--- config.mk ---
export PLATFORM = sky130hd
export DESIGN_NAME = rf_synth_frequency_words
export DESIGN_NICKNAME = d
export VERILOG_FILES = /design/src/rtl/rfsfw_pkg.sv /design/src/rtl/rfsfw_divider.sv /design/src/rtl/rf_synth_frequency_words.sv
export SDC_FILE = /design/constraint.sdc
export NUM_CORES = 2
export LEC_CHECK = 0
export BUFFER_PORTS_ARGS = -buffer_cell sky130_fd_sc_hd__buf_2
export CORE_MARGIN = 2
export CORE_UTILIZATION = 40
export CTS_BUF_LIST = sky130_fd_sc_hd__clkbuf_16
export DETAILED_ROUTE_END_ITERATION = 16
export SYNTH_ARGS = -nofsm -noshare
export SYNTH_HDL_FRONTEND = slang
export SYNTH_SLANG_ARGS = --single-unit
--- constraint.sdc ---
create_clock -name clk -period 103 [get_ports clk]
set_input_delay 30.9 -clock clk [delete_from_list [all_inputs] [get_ports clk]]
set_output_delay 30.9 -clock clk [all_outputs]
set_load 0.01 [all_outputs]
--- src/rtl/rfsfw_pkg.sv ---
// Shared types, band tables and constants for the synthesizer frequency word pipeline.
// No dependencies; imported by rfsfw_divider and rf_synth_frequency_words.
package rfsfw_pkg;

    // result status codes
    localparam logic [1:0] ST_OK     = 2'd0;
    localparam logic [1:0] ST_RANGE  = 2'd1;
    localparam logic [1:0] ST_NOBAND = 2'd2;
    localparam logic [1:0] ST_RATE   = 2'd3;

    localparam logic [2:0] RATE_INVALID = 3'd7;

    localparam int NUM_BANDS = 6;
    localparam int NUM_GAPS  = 5;
    localparam int NUM_WIN   = 3;
    localparam int NUM_RATES = 7;

    // divider geometry: quotient = floor(freq * 2^19 / step), 7 integer + 19 fraction bits
    localparam int FRAC_BITS = 19;
    localparam int FBITS_W   = 7;
    localparam int QUOT_W    = FBITS_W + FRAC_BITS;
    localparam int REM_W     = 24;
    localparam int DEV_W     = 17;
    localparam int FRAC_W    = 24;

    localparam logic [31:0] TWO_XO_HZ = 32'd60000000;

    // tunable window in hertz, lower bound inclusive, upper bound exclusive
    localparam logic [31:0] WIN_LO [NUM_WIN] = '{32'd142000000, 32'd284000000, 32'd850000000};
    localparam logic [31:0] WIN_HI [NUM_WIN] = '{32'd176000000, 32'd526000000, 32'd1051000000};

    // open gaps between neighboring nominal bands, same bound convention
    localparam logic [31:0] GAP_LO [NUM_GAPS] = '{32'd151000000, 32'd226000000,
                                                  32'd301000000, 32'd451000000,
                                                  32'd601000000};
    localparam logic [31:0] GAP_HI [NUM_GAPS] = '{32'd225000000, 32'd300000000,
                                                  32'd450000000, 32'd600000000,
                                                  32'd900000000};
    // at or above the midpoint the upper band wins
    localparam logic [31:0] GAP_MID [NUM_GAPS] = '{32'd187500000, 32'd262500000,
                                                   32'd375000000, 32'd525000000,
                                                   32'd750000000};

    localparam logic [4:0] BAND_DIV [NUM_BANDS] = '{5'd24, 5'd16, 5'd12, 5'd8, 5'd6, 5'd4};

    // synthesizer step per band: 2 * xo / divider
    localparam logic [REM_W-1:0] BAND_STEP [NUM_BANDS] = '{
        REM_W'(TWO_XO_HZ / 24), REM_W'(TWO_XO_HZ / 16), REM_W'(TWO_XO_HZ / 12),
        REM_W'(TWO_XO_HZ / 8),  REM_W'(TWO_XO_HZ / 6),  REM_W'(TWO_XO_HZ / 4)};

    localparam logic [17:0] HALF_RATE [NUM_RATES] = '{18'd250, 18'd2400, 18'd4800,
                                                      18'd20000, 18'd50000, 18'd60000,
                                                      18'd250000};

    localparam logic [63:0] DEV_DEN_TWO  = 64'd60000000;
    localparam logic [63:0] DEV_DEN_FOUR = 64'd180000000;
    localparam logic [63:0] FRAC_ONE_64  = 64'd1 << FRAC_BITS;
    localparam logic [FRAC_W-1:0] FRAC_ONE = FRAC_W'(1) << FRAC_BITS;

    // deviation words indexed by [four_level][band][rate]
    typedef logic [1:0][NUM_BANDS-1:0][NUM_RATES-1:0][DEV_W-1:0] dev_tab_t;

    function automatic dev_tab_t build_dev_tab();
        dev_tab_t   tab;
        logic [63:0] num;
        tab = '0;
        for (int b = 0; b < NUM_BANDS; b++) begin
            for (int r = 0; r < NUM_RATES; r++) begin
                num = FRAC_ONE_64 * 64'(BAND_DIV[b]) * 64'(HALF_RATE[r]);
                tab[0][b][r] = DEV_W'(num / DEV_DEN_TWO);
                tab[1][b][r] = DEV_W'(num / DEV_DEN_FOUR);
            end
        end
        return tab;
    endfunction

    localparam dev_tab_t DEV_TAB = build_dev_tab();

    // fields that ride alongside the divider
    typedef struct packed {
        logic [1:0]       status;
        logic [2:0]       band;
        logic [DEV_W-1:0] dev;
    } side_t;

endpackage

--- src/rtl/rfsfw_divider.sv ---
// Pipelined restoring divider: one quotient bit per stage, freq * 2^19 / band step.
// Depends on rfsfw_pkg for widths, the band step table and the side_t struct.
module rfsfw_divider
    import rfsfw_pkg::*;
(
    input  logic                 clk,
    input  logic                 rst_n,
    input  logic                 advance,
    input  logic                 in_valid,
    input  logic [FBITS_W-1:0]   in_fbits,
    input  logic [REM_W-1:0]     in_rem,
    input  side_t                in_side,
    output logic                 out_valid,
    output logic [QUOT_W-1:0]    out_quot,
    output side_t                out_side
);

    logic [QUOT_W-1:0]  valid_reg;
    logic [QUOT_W-1:0]  valid_next;
    logic [REM_W-1:0]   rem_reg  [QUOT_W];
    logic [REM_W-1:0]   rem_next [QUOT_W];
    logic [FBITS_W-1:0] fb_reg   [QUOT_W];
    logic [FBITS_W-1:0] fb_next  [QUOT_W];
    logic [QUOT_W-1:0]  q_reg    [QUOT_W];
    logic [QUOT_W-1:0]  q_next   [QUOT_W];
    side_t              side_reg [QUOT_W];
    side_t              side_next[QUOT_W];

    // compare and subtract per stage, dividend bits shifted in from the top
    always_comb
    begin
        logic [REM_W-1:0]   src_rem;
        logic [FBITS_W-1:0] src_fb;
        logic [QUOT_W-1:0]  src_q;
        side_t              src_side;
        logic [REM_W:0]     trial;
        logic [REM_W:0]     divisor;
        logic [REM_W:0]     diff;
        logic               ge;
        for (int j = 0; j < QUOT_W; j++)
        begin
            if (j == 0)
            begin
                src_rem  = in_rem;
                src_fb   = in_fbits;
                src_q    = '0;
                src_side = in_side;
            end
            else
            begin
                src_rem  = rem_reg[j-1];
                src_fb   = fb_reg[j-1];
                src_q    = q_reg[j-1];
                src_side = side_reg[j-1];
            end
            divisor      = {1'b0, BAND_STEP[src_side.band]};
            trial        = {src_rem, src_fb[FBITS_W-1]};
            diff         = trial - divisor;
            ge           = (trial >= divisor);
            rem_next[j]  = ge ? diff[REM_W-1:0] : trial[REM_W-1:0];
            fb_next[j]   = {src_fb[FBITS_W-2:0], 1'b0};
            q_next[j]    = {src_q[QUOT_W-2:0], ge};
            side_next[j] = src_side;
        end
    end

    assign valid_next = {valid_reg[QUOT_W-2:0], in_valid};

    // stage valid bits
    always_ff @(posedge clk or negedge rst_n)
    begin
        if (!rst_n)
        begin
            valid_reg <= '0;
        end
        else if (advance)
        begin
            valid_reg <= valid_next;
        end
    end

    // stage payload
    always_ff @(posedge clk)
    begin
        if (advance)
        begin
            for (int j = 0; j < QUOT_W; j++)
            begin
                rem_reg[j]  <= rem_next[j];
                fb_reg[j]   <= fb_next[j];
                q_reg[j]    <= q_next[j];
                side_reg[j] <= side_next[j];
            end
        end
    end

    assign out_valid = valid_reg[QUOT_W-1];
    assign out_quot  = q_reg[QUOT_W-1];
    assign out_side  = side_reg[QUOT_W-1];

endmodule

--- src/rtl/rf_synth_frequency_words.sv ---
// Top level: synthesizer integer, fractional and deviation words from a carrier frequency.
// Depends on rfsfw_pkg and rfsfw_divider.
//
//  channel | handshake            | payload
//  --------+----------------------+-----------------------------------------------------
//  input   | in_valid / in_ready  | freq_hz, four_level, rate_code
//  output  | out_valid / out_ready| status, band_index, int_word, frac_word, dev_word
//
// One item enters per cycle while the output register is not stalled; each result
// passes band classification (loaded at the transfer edge), table lookup, 26 divider
// stages of one quotient bit each and the output register, in that order.
// Reset clears only the valid bits of every stage.
// A stalled output register freezes all stages together; in_ready follows it.
module rf_synth_frequency_words
    import rfsfw_pkg::*;
(
    input  logic              clk,
    input  logic              rst_n,
    input  logic              in_valid,
    output logic              in_ready,
    input  logic [31:0]       freq_hz,
    input  logic              four_level,
    input  logic [2:0]        rate_code,
    output logic              out_valid,
    input  logic              out_ready,
    output logic [1:0]        status,
    output logic [2:0]        band_index,
    output logic [6:0]        int_word,
    output logic [FRAC_W-1:0] frac_word,
    output logic [DEV_W-1:0]  dev_word
);

    logic advance;

    logic        s1_valid_reg;
    logic [31:0] s1_freq_reg;
    logic        s1_four_reg;
    logic [2:0]  s1_rate_reg;
    logic [1:0]  s1_status_reg;
    logic [1:0]  s1_status_next;
    logic [2:0]  s1_band_reg;
    logic [2:0]  s1_band_next;

    logic               s2_valid_reg;
    logic [FBITS_W-1:0] s2_fbits_reg;
    logic [REM_W-1:0]   s2_rem_reg;
    side_t              s2_side_reg;
    side_t              s2_side_next;

    logic              div_valid;
    logic [QUOT_W-1:0] div_quot;
    side_t             div_side;

    logic              out_valid_reg;
    logic [1:0]        status_reg;
    logic [2:0]        band_reg;
    logic [6:0]        int_reg;
    logic [FRAC_W-1:0] frac_reg;
    logic [DEV_W-1:0]  dev_reg;
    logic [2:0]        band_next;
    logic [6:0]        int_next;
    logic [FRAC_W-1:0] frac_next;
    logic [DEV_W-1:0]  dev_next;

    // whole pipeline moves unless a result waits at the output
    assign advance  = !out_valid_reg || out_ready;
    assign in_ready = advance;

    // window check and nearest band from plain compares
    always_comb
    begin
        logic win;
        logic found;
        win          = 1'b0;
        found        = 1'b0;
        s1_band_next = '0;
        for (int w = 0; w < NUM_WIN; w++)
        begin
            if (freq_hz >= WIN_LO[w] && freq_hz < WIN_HI[w])
            begin
                win = 1'b1;
            end
        end
        for (int g = 0; g < NUM_GAPS; g++)
        begin
            if (!found && freq_hz >= GAP_LO[g] && freq_hz < GAP_HI[g])
            begin
                found        = 1'b1;
                s1_band_next = (freq_hz >= GAP_MID[g]) ? 3'(g + 1) : 3'(g);
            end
        end
        if (!win)
        begin
            s1_status_next = ST_RANGE;
        end
        else if (!found)
        begin
            s1_status_next = ST_NOBAND;
        end
        else if (rate_code == RATE_INVALID)
        begin
            s1_status_next = ST_RATE;
        end
        else
        begin
            s1_status_next = ST_OK;
        end
    end

    // deviation lookup and divider setup
    always_comb
    begin
        logic [2:0] rate_idx;
        rate_idx             = (s1_rate_reg == RATE_INVALID) ? 3'd0 : s1_rate_reg;
        s2_side_next.status  = s1_status_reg;
        s2_side_next.band    = s1_band_reg;
        s2_side_next.dev     = (s1_status_reg == ST_OK) ?
                               DEV_TAB[s1_four_reg][s1_band_reg][rate_idx] : '0;
    end

    // valid bits of the front stages
    always_ff @(posedge clk or negedge rst_n)
    begin
        if (!rst_n)
        begin
            s1_valid_reg <= 1'b0;
            s2_valid_reg <= 1'b0;
        end
        else if (advance)
        begin
            s1_valid_reg <= in_valid;
            s2_valid_reg <= s1_valid_reg;
        end
    end

    // front stage payload
    always_ff @(posedge clk)
    begin
        if (advance)
        begin
            s1_freq_reg   <= freq_hz;
            s1_four_reg   <= four_level;
            s1_rate_reg   <= rate_code;
            s1_status_reg <= s1_status_next;
            s1_band_reg   <= s1_band_next;
            s2_fbits_reg  <= s1_freq_reg[FBITS_W-1:0];
            s2_rem_reg    <= s1_freq_reg[FBITS_W +: REM_W];
            s2_side_reg   <= s2_side_next;
        end
    end

    rfsfw_divider u_divider (
        .clk       (clk),
        .rst_n     (rst_n),
        .advance   (advance),
        .in_valid  (s2_valid_reg),
        .in_fbits  (s2_fbits_reg),
        .in_rem    (s2_rem_reg),
        .in_side   (s2_side_reg),
        .out_valid (div_valid),
        .out_quot  (div_quot),
        .out_side  (div_side)
    );

    // split quotient into words, clear fields for range and band errors
    always_comb
    begin
        logic no_result;
        no_result = (div_side.status == ST_RANGE) || (div_side.status == ST_NOBAND);
        band_next = no_result ? 3'd0 : div_side.band;
        int_next  = no_result ? 7'd0 : (div_quot[QUOT_W-1:FRAC_BITS] - 7'd1);
        frac_next = no_result ? '0 :
                    (FRAC_ONE | {{(FRAC_W-FRAC_BITS){1'b0}}, div_quot[FRAC_BITS-1:0]});
        dev_next  = div_side.dev;
    end

    // output register
    always_ff @(posedge clk or negedge rst_n)
    begin
        if (!rst_n)
        begin
            out_valid_reg <= 1'b0;
        end
        else if (advance)
        begin
            out_valid_reg <= div_valid;
        end
    end

    always_ff @(posedge clk)
    begin
        if (advance)
        begin
            status_reg <= div_side.status;
            band_reg   <= band_next;
            int_reg    <= int_next;
            frac_reg   <= frac_next;
            dev_reg    <= dev_next;
        end
    end

    assign out_valid  = out_valid_reg;
    assign status     = status_reg;
    assign band_index = band_reg;
    assign int_word   = int_reg;
    assign frac_word  = frac_reg;
    assign dev_word   = dev_reg;

endmodule
==> flow_summary.json <==
{
  "cts_buffer_depth": 3,
  "drt-total-wl_mm": 174,
  "post_cts_buffers": 0,
  "worstPathArrival_ns": 31.57,
  "drtIter0Drc": 3839,
  "async_reset_ff_share_pct": 1.79,
  "clkSinkCount": 1621,
  "path_max_fanout": 4,
  "h-tree-depth": 4,
  "first_pass_iters": 6,
  "whs_ns": 0.393,
  "die_y_um": 461,
  "maxSlewViolCount": 0,
  "worst_pin_slew_ns": 1.19,
  "synth_area_leaders": "edfxtp_1, ha_1, mux2_2",
  "startpoint": "out_ready",
  "mappedNetlistArea_um2": 83500,
  "synth.avg_cell_area_um2": 12.6,
  "route.antenna.remaining_nets": 0,
  "cap_violations": 0,
  "cts_resized": 0,
  "cts_root_buffer": "clkbuf_16",
  "area.sequential_um2": 48500,
  "antenna_found_initial": 5,
  "cp-start-kind": "primary input",
  "fp.dieW_um": 461,
  "fin_crit_sh_pct": 60.7,
  "hpwlAfterDp_mm": 125,
  "synth_cells": 6638,
  "cts_tree": "yes",
  "reg2reg_depth": 14,
  "finalSetupTns_ns": 0,
  "r2r-start": "u_divider.side_reg[0][17]",
  "finClkSkew_ns": 0.0276,
  "synth_top_cell_by_area": "edfxtp_1",
  "rows": 167,
  "worstSetupEndpoint": "in_ready",
  "synthTopCellsByCount": "edfxtp_1, ha_1, a21oi_1",
  "grt_pass1_vias": 50300,
  "rsz0062_at_grt": "no",
  "clk_pin_slew_worst_paths_ns": 0.07,
  "ys_seq_area_share_pct": 58.1,
  "holdBufCountCts": 0,
  "io_pins": 95,
  "setup_viol": 0,
  "hp-class": "reg -> reg",
  "hold_viol": 0,
  "synth_cell_type_count": 94,
  "cp-end-kind": "output pin",
  "core_area_um2": 207000,
  "synth_top_cell_area_share_pct": 57.2,
  "grt_pass1_wl_mm": 276,
  "cts_buffers": 177,
  "synth_warnings": 0,
  "grt_max_degree": 185,
  "drc_errors": 0,
  "place_congestion": 0.879,
  "port_buffers": 89,
  "synth-edff-count": 1592,
  "vias": 51600,
  "clk_latency_ns": 0.82,
  "ys_ff_latch": 1621,
  "grt_use_total_pct": 16.2,
  "final_nets": 7473,
  "crit_type": "in -> out",
  "viasPerCell": 5.29,
  "dieArea_um2": 212000,
  "critPathRequiredTime_ns": 72.10,
  "yosys.cell_count.top_type": "edfxtp_1",
  "max_slew_margin_pct": 20.4,
  "fill_cells": 18800,
  "status": "complete, no violations",
  "timing.fmax_ghz": 0.0160,
  "start_util_pct": 40.3,
  "largest_reg_flops": 546,
  "area_growth_pct": 11.4,
  "synthFlopType": "edfxtp_1",
  "reg2reg_to": "u_divider.rem_reg[0][39]",
  "rrSetupSlack_ns": 98.01,
  "period_minus_slack_ns": 62.47,
  "wire_per_inst_um": 17.9,
  "drive_gt1_share_pct": 11.9,
  "gr-total-overflow": 0,
  "multi_input_area_um2": 32800
}
worst max-delay path, cell delays in order:
cell	delay [ns]
buf_2	0.10
nand2b_4	0.27
buf_2	0.24
logic make-up after synthesis:
| family | count (synthesis) | synth area share, % |
|---|---|---|
| other | 1 | 0.00449 |
| adders and majority gates | 629 | 9.65 |
| muxes | 363 | 4.90 |
| DFF | 1621 | 58.1 |
| buffers and inverters | 557 | 2.63 |
| and+or+nand+nor | 1542 | 8.88 |
| AOI/OAI and AO/OA | 1512 | 11.5 |
| xor gates and xnor gates | 413 | 4.33 |
layout by cell type (no fill, tap or decap), drive strengths merged, types with 48 or more instances in the layout:
cell type and count:
clkinv 86, edfxtp 1592, a21o 155, nor2 465, mux2i 48, nor3 95
buf 126, nand2b 53, nand3 111, or2 69, nand4 70, and3 49
nor2b 64, o21ai 310, mux2 315, a31oi 61, xnor2 275, inv 448
a211oi 48, xor2 138, and2 52, a21oi 520, ha 604, clkbuf 179
o21a 72, nand2 380
per-stage QoR:
step	utilization (%)	cell area (um2)	setup slack (ns)	cells
after floorplan	-	83500	21.20	6642
after global placement	42.1	87200	40.48	9413
after detailed placement	42.1	87200	40.48	9413
after CTS	44.9	93000	40.48	9736
after global routing	44.9	93000	40.49	9737
final	44.9	93000	40.53	9737
worst min path at each step:
stage	start	slack, ns	endpoint	cells after the start
global placement	u_divider.side_reg[0][291]	0.40	u_divider.side_reg[0][313]	0
global route	u_divider.side_reg[0][298]	0.41	u_divider.side_reg[0][320]	0
floorplan	u_divider.side_reg[1][198]	0.40	dev_word[0]	0
finish	u_divider.side_reg[1][51]	0.39	u_divider.side_reg[1][73]	0
CTS	u_divider.side_reg[1][131]	0.39	u_divider.side_reg[1][153]	0
detailed placement	s1_freq_reg[18]	0.40	s2_rem_reg[11]	0
routing by layer:
| metal | GRT usage [%] | up-vias | part of all wire, % | wire length (um) |
|---|---|---|---|---|
| li1 | - | 25300 | - | - |
| met1 | 22.8 | 25000 | 48 | 83200 |
| met2 | 25.8 | 1051 | 46 | 79500 |
| met3 | 2.37 | 272 | 4.0 | 6980 |
| met4 | 5.21 | 0 | 2.6 | 4610 |
| met5 | 0 | - | 0 | 0 |
area by class of cell:
class,instances,share of cell area [%]
sequential,1621,52.2
multi-input combinational,4464,35.3
clock buffer,179,4.81
tap,2788,3.75
inverter,414,1.67
clock inverter,144,1.48
timing repair buffer,126,0.831
antenna,1,0.00269
Power is not shown: default switching activity piles up to over one toggle a cycle in this logic, so the estimate is an artifact.
